==> config.mk <==
export PLATFORM = sky130hd
export DESIGN_NAME = servo_slew_limiter
export DESIGN_NICKNAME = d
export VERILOG_FILES = /design/src/ssl_pkg.sv /design/src/ssl_pulse.sv /design/src/ssl_datapath.sv /design/src/ssl_ctrl.sv /design/src/servo_slew_limiter.sv
export SDC_FILE = /design/constraint.sdc
export NUM_CORES = 2
export LEC_CHECK = 0
export BUFFER_PORTS_ARGS = -buffer_cell sky130_fd_sc_hd__buf_2
export CORE_MARGIN = 1.5
export CORE_UTILIZATION = 45
export CTS_CLUSTER_DIAMETER = 120
export CTS_CLUSTER_SIZE = 25
export DETAILED_ROUTE_END_ITERATION = 6
export PLACE_DENSITY = 0.71
export SLEW_MARGIN = 40
export SYNTH_ARGS = -nofsm -noshare
export SYNTH_HDL_FRONTEND = slang
export SYNTH_HIERARCHICAL = 1
export SYNTH_SLANG_ARGS = --single-unit
==> constraint.sdc <==
create_clock -name i_clk -period 7.7 [get_ports i_clk]
set_clock_uncertainty 0.15 [all_clocks]
set_input_delay 0.385 -clock i_clk [delete_from_list [all_inputs] [get_ports i_clk]]
set_output_delay 0.385 -clock i_clk [all_outputs]
set_load 0.02 [all_outputs]
==> src/ssl_pkg.sv <==
// ============================================================================
// ssl_pkg - shared types and constants for the servo slew limiter
// Field widths, register indexes, opcodes, controller state and the
// command/status bundles between the controller and the datapath.
// ============================================================================
package ssl_pkg;

    localparam int CHANNELS_DEF = 16;
    localparam int CHANNELS_MAX = 16;

    localparam int OPCODE_W = 1;
    localparam int ID_W     = 8;
    localparam int ANGLE_W  = 11;
    localparam int TIME_W   = 32;
    localparam int CH_OUT_W = 4;
    localparam int PULSE_W  = 12;
    localparam int DELAY_W  = 16;
    localparam int ANG_W    = 8;

    localparam int CFG_IDX_W  = 2;
    localparam int CFG_DATA_W = 16;

    // configuration register indexes
    localparam logic [CFG_IDX_W-1:0] REG_PULSE_MIN  = 2'd0;
    localparam logic [CFG_IDX_W-1:0] REG_PULSE_MAX  = 2'd1;
    localparam logic [CFG_IDX_W-1:0] REG_STEP_DELAY = 2'd2;

    localparam logic [PULSE_W-1:0] PULSE_MIN_RST  = 12'd150;
    localparam logic [PULSE_W-1:0] PULSE_MAX_RST  = 12'd600;
    localparam logic [DELAY_W-1:0] STEP_DELAY_RST = 16'd10;

    // opcodes
    localparam logic [OPCODE_W-1:0] OP_TICK = 1'b0;
    localparam logic [OPCODE_W-1:0] OP_SET  = 1'b1;

    // result status codes
    localparam logic ST_OK     = 1'b0;
    localparam logic ST_BAD_ID = 1'b1;

    localparam logic [ANG_W-1:0] ANGLE_MAX = 8'd180;

    // divide by 180: q = (x * RECIP_K) >> RECIP_SHIFT, exact for x < 2^20
    localparam int RECIP_SHIFT = 28;
    localparam int RECIP_W     = 21;
    localparam logic [RECIP_W-1:0] RECIP_K = 21'd1491309;
    localparam int MAG_W       = 20;
    localparam int PROD_W      = 22;

    typedef enum logic [5:0] {
        S_IDLE   = 6'b000001,
        S_DECODE = 6'b000010,
        S_SCAN   = 6'b000100,
        S_CALC   = 6'b001000,
        S_PUSH   = 6'b010000,
        S_FLUSH  = 6'b100000
    } t_state;

    typedef struct packed {
        logic load;        // latch a new input item
        logic set_wr;      // write target, first drive if channel idle
        logic step_wr;     // one-degree step of the scanned channel
        logic calc_start;  // launch a pulse computation
        logic idx_inc;     // advance the scan index
        logic push;        // new result into pending slot
        logic push_err;    // the pushed result is a bad-id error
        logic flush;       // pending slot to output, marked last
    } t_ctrl_cmd;

    typedef struct packed {
        logic is_set;
        logic id_bad;
        logic ch_valid;
        logic step_ok;
        logic idx_last;
        logic pend_valid;
        logic out_free;
        logic calc_done;
    } t_dp_status;

endpackage

==> src/ssl_pulse.sv <==
// ============================================================================
// ssl_pulse - angle to PWM count
// pulse = min + angle*(max-min)/180, truncated toward zero. Four register
// stages: operands, product, scaled magnitude, final sum.
// ============================================================================
module ssl_pulse (
    input  logic                         i_clk,
    input  logic                         i_rst_n,
    input  logic                         i_start,
    input  logic [ssl_pkg::ANG_W-1:0]    i_angle,
    input  logic [ssl_pkg::PULSE_W-1:0]  i_min,
    input  logic [ssl_pkg::PULSE_W-1:0]  i_max,
    output logic                         o_done,
    output logic [ssl_pkg::PULSE_W-1:0]  o_pulse
);
    import ssl_pkg::*;

    logic [3:0]                  r_v;
    logic [ANG_W-1:0]            r_a;
    logic signed [PULSE_W:0]     r_diff;
    logic signed [PROD_W-1:0]    r_prod;
    logic [PULSE_W-1:0]          r_q;
    logic                        r_neg;
    logic [PULSE_W-1:0]          r_pulse;

    logic [MAG_W-1:0]                    w_mag;
    logic [MAG_W+RECIP_W-1:0]            w_scaled;

    always_comb begin
        w_mag    = r_prod[PROD_W-1] ? MAG_W'(-r_prod) : MAG_W'(r_prod);
        w_scaled = (MAG_W+RECIP_W)'(w_mag) * (MAG_W+RECIP_W)'(RECIP_K);
    end

    always_ff @(posedge i_clk) begin
        if (!i_rst_n) begin
            r_v <= '0;
        end else begin
            r_v <= {r_v[2:0], i_start};
        end
    end

    always_ff @(posedge i_clk) begin
        if (i_start) begin
            r_a    <= i_angle;
            r_diff <= $signed({1'b0, i_max}) - $signed({1'b0, i_min});
        end
        r_prod  <= PROD_W'($signed({1'b0, r_a})) * PROD_W'(r_diff);
        r_q     <= w_scaled[RECIP_SHIFT +: PULSE_W];
        r_neg   <= r_prod[PROD_W-1];
        r_pulse <= r_neg ? (i_min - r_q) : (i_min + r_q);
    end

    assign o_done  = r_v[3];
    assign o_pulse = r_pulse;

endmodule

==> src/ssl_datapath.sv <==
// ============================================================================
// ssl_datapath - channel state, scan index and result registers
// Holds per-channel angle/target/time, evaluates the step test for the
// indexed channel and stages results through a pending slot and an output
// register so the last flag can be set once the scan ends.
// ============================================================================
module ssl_datapath #(
    parameter int CHANNELS = ssl_pkg::CHANNELS_DEF
) (
    input  logic                          i_clk,
    input  logic                          i_rst_n,
    input  ssl_pkg::t_ctrl_cmd            i_cmd,
    output ssl_pkg::t_dp_status           o_status,
    input  logic [ssl_pkg::OPCODE_W-1:0]  i_opcode,
    input  logic [ssl_pkg::ID_W-1:0]      i_servo_id,
    input  logic signed [ssl_pkg::ANGLE_W-1:0] i_angle,
    input  logic [ssl_pkg::TIME_W-1:0]    i_now_ms,
    input  logic [ssl_pkg::PULSE_W-1:0]   i_pulse_min,
    input  logic [ssl_pkg::PULSE_W-1:0]   i_pulse_max,
    input  logic [ssl_pkg::DELAY_W-1:0]   i_step_delay,
    input  logic                          i_out_stall,
    output logic                          o_out_valid,
    output logic [ssl_pkg::CH_OUT_W-1:0]  o_channel,
    output logic [ssl_pkg::PULSE_W-1:0]   o_pulse,
    output logic                          o_st,
    output logic                          o_last
);
    import ssl_pkg::*;

    localparam int IDX_W = (CHANNELS > 1) ? $clog2(CHANNELS) : 1;

    // latched item
    logic                 r_is_set;
    logic                 r_id_bad;
    logic [IDX_W-1:0]     r_idx;
    logic [ANG_W-1:0]     r_clamp;
    logic [TIME_W-1:0]    r_now;

    // channel state
    logic [CHANNELS-1:0]  r_valid;
    logic [ANG_W-1:0]     r_cur  [CHANNELS];
    logic [ANG_W-1:0]     r_tgt  [CHANNELS];
    logic [TIME_W-1:0]    r_time [CHANNELS];

    // pending slot and output register
    logic                 r_pend_valid;
    logic [CH_OUT_W-1:0]  r_pend_ch;
    logic [PULSE_W-1:0]   r_pend_pulse;
    logic                 r_pend_st;
    logic                 r_out_valid;
    logic [CH_OUT_W-1:0]  r_out_ch;
    logic [PULSE_W-1:0]   r_out_pulse;
    logic                 r_out_st;
    logic                 r_out_last;

    logic [ANG_W-1:0]     w_cur;
    logic [ANG_W-1:0]     w_tgt;
    logic [ANG_W-1:0]     w_next;
    logic [TIME_W-1:0]    w_age;
    logic                 w_out_free;
    logic                 w_calc_done;
    logic [PULSE_W-1:0]   w_calc_pulse;
    logic [ANG_W-1:0]     w_calc_angle;
    logic [ANG_W-1:0]     w_clamp_in;

    always_comb begin
        if (i_angle < 0) begin
            w_clamp_in = '0;
        end else if (i_angle > $signed({3'b000, ANGLE_MAX})) begin
            w_clamp_in = ANGLE_MAX;
        end else begin
            w_clamp_in = i_angle[ANG_W-1:0];
        end
    end

    always_comb begin
        w_cur        = r_cur[r_idx];
        w_tgt        = r_tgt[r_idx];
        w_next       = (w_tgt > w_cur) ? (w_cur + 1'b1) : (w_cur - 1'b1);
        w_age        = r_now - r_time[r_idx];
        w_out_free   = !r_out_valid || !i_out_stall;
        w_calc_angle = r_is_set ? r_clamp : w_next;
    end

    always_comb begin
        o_status.is_set     = r_is_set;
        o_status.id_bad     = r_id_bad;
        o_status.ch_valid   = r_valid[r_idx];
        o_status.step_ok    = r_valid[r_idx] && (w_cur != w_tgt) &&
                              (w_age >= TIME_W'(i_step_delay));
        o_status.idx_last   = (r_idx == IDX_W'(CHANNELS - 1));
        o_status.pend_valid = r_pend_valid;
        o_status.out_free   = w_out_free;
        o_status.calc_done  = w_calc_done;
    end

    ssl_pulse u_pulse (
        .i_clk   (i_clk),
        .i_rst_n (i_rst_n),
        .i_start (i_cmd.calc_start),
        .i_angle (w_calc_angle),
        .i_min   (i_pulse_min),
        .i_max   (i_pulse_max),
        .o_done  (w_calc_done),
        .o_pulse (w_calc_pulse)
    );

    // item latch and scan index
    always_ff @(posedge i_clk) begin
        if (i_cmd.load) begin
            r_is_set <= (i_opcode == OP_SET);
            r_id_bad <= (i_servo_id == '0) || (i_servo_id > ID_W'(CHANNELS));
            r_idx    <= (i_opcode == OP_SET) ? IDX_W'(i_servo_id - 1'b1) : '0;
            r_clamp  <= w_clamp_in;
            r_now    <= i_now_ms;
        end else if (i_cmd.idx_inc) begin
            r_idx <= r_idx + 1'b1;
        end
    end

    // channel state
    always_ff @(posedge i_clk) begin
        if (!i_rst_n) begin
            r_valid <= '0;
        end else if (i_cmd.set_wr && !r_valid[r_idx]) begin
            r_valid[r_idx] <= 1'b1;
        end
    end

    always_ff @(posedge i_clk) begin
        if (i_cmd.set_wr) begin
            r_tgt[r_idx] <= r_clamp;
            if (!r_valid[r_idx]) begin
                r_cur[r_idx]  <= r_clamp;
                r_time[r_idx] <= r_now;
            end
        end else if (i_cmd.step_wr) begin
            r_cur[r_idx]  <= w_next;
            r_time[r_idx] <= r_now;
        end
    end

    // result staging
    always_ff @(posedge i_clk) begin
        if (!i_rst_n) begin
            r_pend_valid <= 1'b0;
            r_out_valid  <= 1'b0;
        end else begin
            if (i_cmd.push) begin
                r_pend_valid <= 1'b1;
            end else if (i_cmd.flush) begin
                r_pend_valid <= 1'b0;
            end
            if ((i_cmd.push && r_pend_valid) || i_cmd.flush) begin
                r_out_valid <= 1'b1;
            end else if (!i_out_stall) begin
                r_out_valid <= 1'b0;
            end
        end
    end

    always_ff @(posedge i_clk) begin
        if ((i_cmd.push && r_pend_valid) || i_cmd.flush) begin
            r_out_ch    <= r_pend_ch;
            r_out_pulse <= r_pend_pulse;
            r_out_st    <= r_pend_st;
            r_out_last  <= i_cmd.flush;
        end
        if (i_cmd.push) begin
            if (i_cmd.push_err) begin
                r_pend_ch    <= '0;
                r_pend_pulse <= '0;
                r_pend_st    <= ST_BAD_ID;
            end else begin
                r_pend_ch    <= CH_OUT_W'(r_idx);
                r_pend_pulse <= w_calc_pulse;
                r_pend_st    <= ST_OK;
            end
        end
    end

    assign o_out_valid = r_out_valid;
    assign o_channel   = r_out_ch;
    assign o_pulse     = r_out_pulse;
    assign o_st        = r_out_st;
    assign o_last      = r_out_last;

endmodule

==> src/ssl_ctrl.sv <==
// ============================================================================
// ssl_ctrl - sequencing state machine
// Accepts one item at a time, walks the channels on a tick, waits on the
// pulse unit and drains the pending result with the last flag.
// ============================================================================
module ssl_ctrl (
    input  logic                 i_clk,
    input  logic                 i_rst_n,
    input  logic                 i_in_valid,
    output logic                 o_in_stall,
    input  ssl_pkg::t_dp_status  i_status,
    output ssl_pkg::t_ctrl_cmd   o_cmd
);
    import ssl_pkg::*;

    t_state r_state;
    t_state n_state;

    always_ff @(posedge i_clk) begin
        if (!i_rst_n) begin
            r_state <= S_IDLE;
        end else begin
            r_state <= n_state;
        end
    end

    always_comb begin
        n_state = r_state;
        o_cmd   = '0;
        case (r_state)
            S_IDLE: begin
                if (i_in_valid) begin
                    o_cmd.load = 1'b1;
                    n_state    = S_DECODE;
                end
            end
            S_DECODE: begin
                if (!i_status.is_set) begin
                    n_state = S_SCAN;
                end else if (i_status.id_bad) begin
                    o_cmd.push     = 1'b1;
                    o_cmd.push_err = 1'b1;
                    n_state        = S_FLUSH;
                end else begin
                    o_cmd.set_wr = 1'b1;
                    if (!i_status.ch_valid) begin
                        o_cmd.calc_start = 1'b1;
                        n_state          = S_CALC;
                    end else begin
                        n_state = S_IDLE;
                    end
                end
            end
            S_SCAN: begin
                if (i_status.step_ok) begin
                    o_cmd.step_wr    = 1'b1;
                    o_cmd.calc_start = 1'b1;
                    n_state          = S_CALC;
                end else if (i_status.idx_last) begin
                    n_state = S_FLUSH;
                end else begin
                    o_cmd.idx_inc = 1'b1;
                end
            end
            S_CALC: begin
                if (i_status.calc_done) begin
                    n_state = S_PUSH;
                end
            end
            S_PUSH: begin
                if (!i_status.pend_valid || i_status.out_free) begin
                    o_cmd.push = 1'b1;
                    if (i_status.is_set || i_status.idx_last) begin
                        n_state = S_FLUSH;
                    end else begin
                        o_cmd.idx_inc = 1'b1;
                        n_state       = S_SCAN;
                    end
                end
            end
            S_FLUSH: begin
                if (!i_status.pend_valid) begin
                    n_state = S_IDLE;
                end else if (i_status.out_free) begin
                    o_cmd.flush = 1'b1;
                    n_state     = S_IDLE;
                end
            end
            default: begin
                n_state = S_IDLE;
            end
        endcase
    end

    assign o_in_stall = (r_state != S_IDLE);

endmodule

==> src/servo_slew_limiter.sv <==
// ============================================================================
// servo_slew_limiter - multi-channel servo slew rate limiter
// Set-target items load a clamped angle per channel; tick items step every
// due channel one degree toward its target and report its new PWM count.
// ============================================================================
//
//  channel  | handshake                    | payload
//  ---------+------------------------------+-----------------------------------
//  input    | i_in_valid / o_in_stall      | i_opcode i_servo_id i_angle i_now_ms
//  result   | o_out_valid / i_out_stall    | o_channel o_pulse o_status o_last
//  config   | i_cfg_valid / o_cfg_ready    | i_cfg_index i_cfg_data
//
//  Sequence: a set-target on a driven channel is accepted and decoded; a bad id
//  is also pushed and flushed; a first drive also runs the pulse pipeline. A
//  tick walks one channel per cycle, detouring through the shared pulse unit
//  and a push for each stepping channel, and may wait on a stalled result.
//  Reset (synchronous, active low) clears valid bits, state machine and result
//  valids. A stalled result holds back only the next push or flush.
//
module servo_slew_limiter #(
    parameter int CHANNELS = ssl_pkg::CHANNELS_DEF
) (
    input  logic                               i_clk,
    input  logic                               i_rst_n,
    // input items
    input  logic                               i_in_valid,
    output logic                               o_in_stall,
    input  logic [ssl_pkg::OPCODE_W-1:0]       i_opcode,
    input  logic [ssl_pkg::ID_W-1:0]           i_servo_id,
    input  logic signed [ssl_pkg::ANGLE_W-1:0] i_angle,
    input  logic [ssl_pkg::TIME_W-1:0]         i_now_ms,
    // result items
    output logic                               o_out_valid,
    input  logic                               i_out_stall,
    output logic [ssl_pkg::CH_OUT_W-1:0]       o_channel,
    output logic [ssl_pkg::PULSE_W-1:0]        o_pulse,
    output logic                               o_status,
    output logic                               o_last,
    // configuration writes
    input  logic                               i_cfg_valid,
    output logic                               o_cfg_ready,
    input  logic [ssl_pkg::CFG_IDX_W-1:0]      i_cfg_index,
    input  logic [ssl_pkg::CFG_DATA_W-1:0]     i_cfg_data
);
    import ssl_pkg::*;

    // configuration registers
    logic [PULSE_W-1:0] r_pulse_min;
    logic [PULSE_W-1:0] r_pulse_max;
    logic [DELAY_W-1:0] r_step_delay;

    t_ctrl_cmd  w_cmd;
    t_dp_status w_status;

    // the user must send writes only while idle; the block does not enforce it and takes every write
    assign o_cfg_ready = 1'b1;

    always_ff @(posedge i_clk) begin
        if (!i_rst_n) begin
            r_pulse_min  <= PULSE_MIN_RST;
            r_pulse_max  <= PULSE_MAX_RST;
            r_step_delay <= STEP_DELAY_RST;
        end else if (i_cfg_valid && o_cfg_ready) begin
            case (i_cfg_index)
                REG_PULSE_MIN:  r_pulse_min  <= i_cfg_data[PULSE_W-1:0];
                REG_PULSE_MAX:  r_pulse_max  <= i_cfg_data[PULSE_W-1:0];
                REG_STEP_DELAY: r_step_delay <= i_cfg_data[DELAY_W-1:0];
                default: begin
                end
            endcase
        end
    end

    // sequencing
    ssl_ctrl u_ctrl (
        .i_clk      (i_clk),
        .i_rst_n    (i_rst_n),
        .i_in_valid (i_in_valid),
        .o_in_stall (o_in_stall),
        .i_status   (w_status),
        .o_cmd      (w_cmd)
    );

    // channel state, pulse math and result staging
    ssl_datapath #(
        .CHANNELS (CHANNELS)
    ) u_dp (
        .i_clk        (i_clk),
        .i_rst_n      (i_rst_n),
        .i_cmd        (w_cmd),
        .o_status     (w_status),
        .i_opcode     (i_opcode),
        .i_servo_id   (i_servo_id),
        .i_angle      (i_angle),
        .i_now_ms     (i_now_ms),
        .i_pulse_min  (r_pulse_min),
        .i_pulse_max  (r_pulse_max),
        .i_step_delay (r_step_delay),
        .i_out_stall  (i_out_stall),
        .o_out_valid  (o_out_valid),
        .o_channel    (o_channel),
        .o_pulse      (o_pulse),
        .o_st         (o_status),
        .o_last       (o_last)
    );

endmodule

==> run metrics <==
status completed; RD Place Congestion 0.912; clk sink count 988; Core Util, Final 50.4%; vias in the first global route 28801; number of CTS-inserted buffers 46; Die Ht 340 µm; Worst-path clk slew 100 ps; Gate Count Post-Synth 3404; Clock Tree Buf Depth 3; Post-synth ARST share 0%; fillers 9268; H-tree depth 2; die width 340 µm; Area contributors post-synth edfxtp_1, mux4_2, fa_1; Residual DRC 0; syn_nets 4003; unrepaired setup endpoints after global routing true; Post-Synthesis Cell Area 51000 µm²; Warnings, synthesis 6; CTS tree done; first-pass GRT wire length 176000 µm; Routed Antenna Nets 0; area of the die 115000 µm²; DP Wirelength 81700 µm; largest area contributor in the netlist edfxtp_1; r2r setup slk 210 ps; mux contribution to synthesized area 11.8%; post-synthesis xor/xnor area fraction 1.94%; Core Area 112000 µm²; Unique masters post-synth 88; Seq/Total Area, Yosys 55.8%; compound-gate portion of the synthesized area 4.24%; ys flop type edfxtp_1; Final Max Slew Viols 0; Worst-Margin Slew 865 ps; via/cell ratio 5.49; syn_area_per_cell 15.0 µm²; routed length per instance 22.4 µm; Fmax 0.134 GHz; Rel. slew slack 42.3%; # IOs 96; Setup TNS Final 0 ps; row count 123; crit share post-route 97.2%; antenna violations before repair 9; fraction of layout cells with a size suffix above 1 16.7%; first drt pass iteration count 6; Post-synth EDFFs 870; Hold Violations, Final 0; synth cell count leaders edfxtp_1, inv_1, ha_1; GRT overflow 0; Total GRT Usage 20.1%; critical path endpoint category flop; Area growth, synth to finish 11.2%; fraction of the mapped netlist area in simple logic gates 6.18%; CP arrival 7940 ps; most frequent CP cell fa_1; largest net degree at the start of global routing 117; Port Buffers 94; Post-Synth Adder-Cell Area 15.9%; Critical Path Max Stage Delay 520 ps; Startpoint Class flop; slowest CP cell fa_1; crit path kind flop to flop; worst min-delay path class primary input to flop; Data required, critical path 8150 ps; initial core utilization 45.4%; final setup vio count 0; initial drt markers 2558; most frequent cell after synthesis edfxtp_1; final wirelength 116000 µm; max cap viols 0; FF+latch count, synth 988; share of the synthesized area in the top cell type 51.2%; vias 28425; clock latency at the later pin of the worst-skew pair 660 ps; post-layout net count 4239; main combinational cell family by area after synthesis adder cells; crit-path max FO 3; clock root buffer clkbuf_16; Tmin final 7490 ps
logic make-up after synthesis:
| family | count (synthesis) |
|---|---|
| compound gates | 337 |
| xor+xnor | 111 |
| fa+ha+maj | 524 |
| buf+inv | 536 |
| flops | 988 |
| mux | 297 |
| other cells | 1 |
| simple gates | 610 |
critical path: cells and delay by family (launching register included):
| family | cells | cell delay, ps |
|---|---|---|
| DFF | 1 | 330 |
| buffers and inverters | 7 | 610 |
| and+or+nand+nor | 7 | 1930 |
| AOI/OAI and AO/OA | 4 | 630 |
| xor gates and xnor gates | 2 | 280 |
| adders and majority gates | 9 | 3500 |
metal layers:
layer	part of all wire, %	vias up	GRT usage (%)
li1	-	12884	-
met1	43	14496	28.1
met2	48	879	32.8
met3	6.3	156	3.10
met4	2.8	10	5.52
met5	0.054	-	0
sequential cells by signal, summed over array words and instances (netlist names), 13 cells and up, named ones only:
register             cells
r_step_delay            16
u_dp/r_cur             128
u_dp/r_now              32
u_dp/r_tgt             128
u_dp/r_time            512
u_dp/r_valid            16
u_dp/u_pulse/r_diff     13
u_dp/u_pulse/r_prod     21
through the flow:
stage               setup WS (ps)  area (µm²)  hold WS (ps)  cells
global placement             3.87       54500           254   5022
floorplan                   -4.40       51000           220   3404
global route                -84.1       56800          36.5   5179
detailed placement          -99.1       54500           257   5025
CTS                          45.8       56600          1.75   5175
finish                        214       56800          43.1   5180
placed cells by master, fill, tap and decap left out, drive strengths merged, types with 7 or more instances in the layout:
cell type      n
mux4         244
xnor2         87
o21bai        13
a21o          27
a21boi         9
ha           318
clkbuf        79
nand3         22
o21ai         71
inv          431
dlygate4sd3   65
nand2        169
fa           206
o21a          11
or3           15
nor2b         65
nor2         125
nand3b         9
a21oi        113
mux2i         45
xor2          24
nand2b        23
dfxtp        118
buf          228
o211ai        15
edfxtp       870
o31ai          9
nor4          13
nor3          21
and2          90
o22ai          7
mux2           8
a31oi          9
nand4         17
and3           9
path summary, 6_finish.rpt:
check,start,to,cells past startpoint
worst max register to register,u_dp/u_pulse/r_prod[0],u_dp/u_pulse/r_q[9],29
worst min-delay path,i_cfg_data[11],r_step_delay[11],3
worst min register to register,u_dp/r_pend_pulse[3],u_dp/o_pulse[3],0
worst max-delay path,u_dp/u_pulse/r_prod[0],u_dp/u_pulse/r_q[9],29
timing repair:
action,4_1_cts,5_1_grt
pin swaps,0,11
gates resized for setup,4,26
endpoints found under the hold margin,74,0
buffers inserted,0,2
hold buffers,65,0
endpoints found under the setup margin,3,37
cell type report:
cell class	count	area, µm²	share of cell area [%]
sequential	988	28500	50.2
multi-input combinational	1880	20800	36.6
timing repair buffer	293	2600	4.58
tap	1500	1880	3.31
inverter	431	1620	2.85
clock buffer	79	1270	2.25
clock inverter	6	95.1	0.168
antenna	3	7.51	0.0132
Power is not shown: default switching activity piles up to over one toggle a cycle in this logic, so the estimate is an artifact.
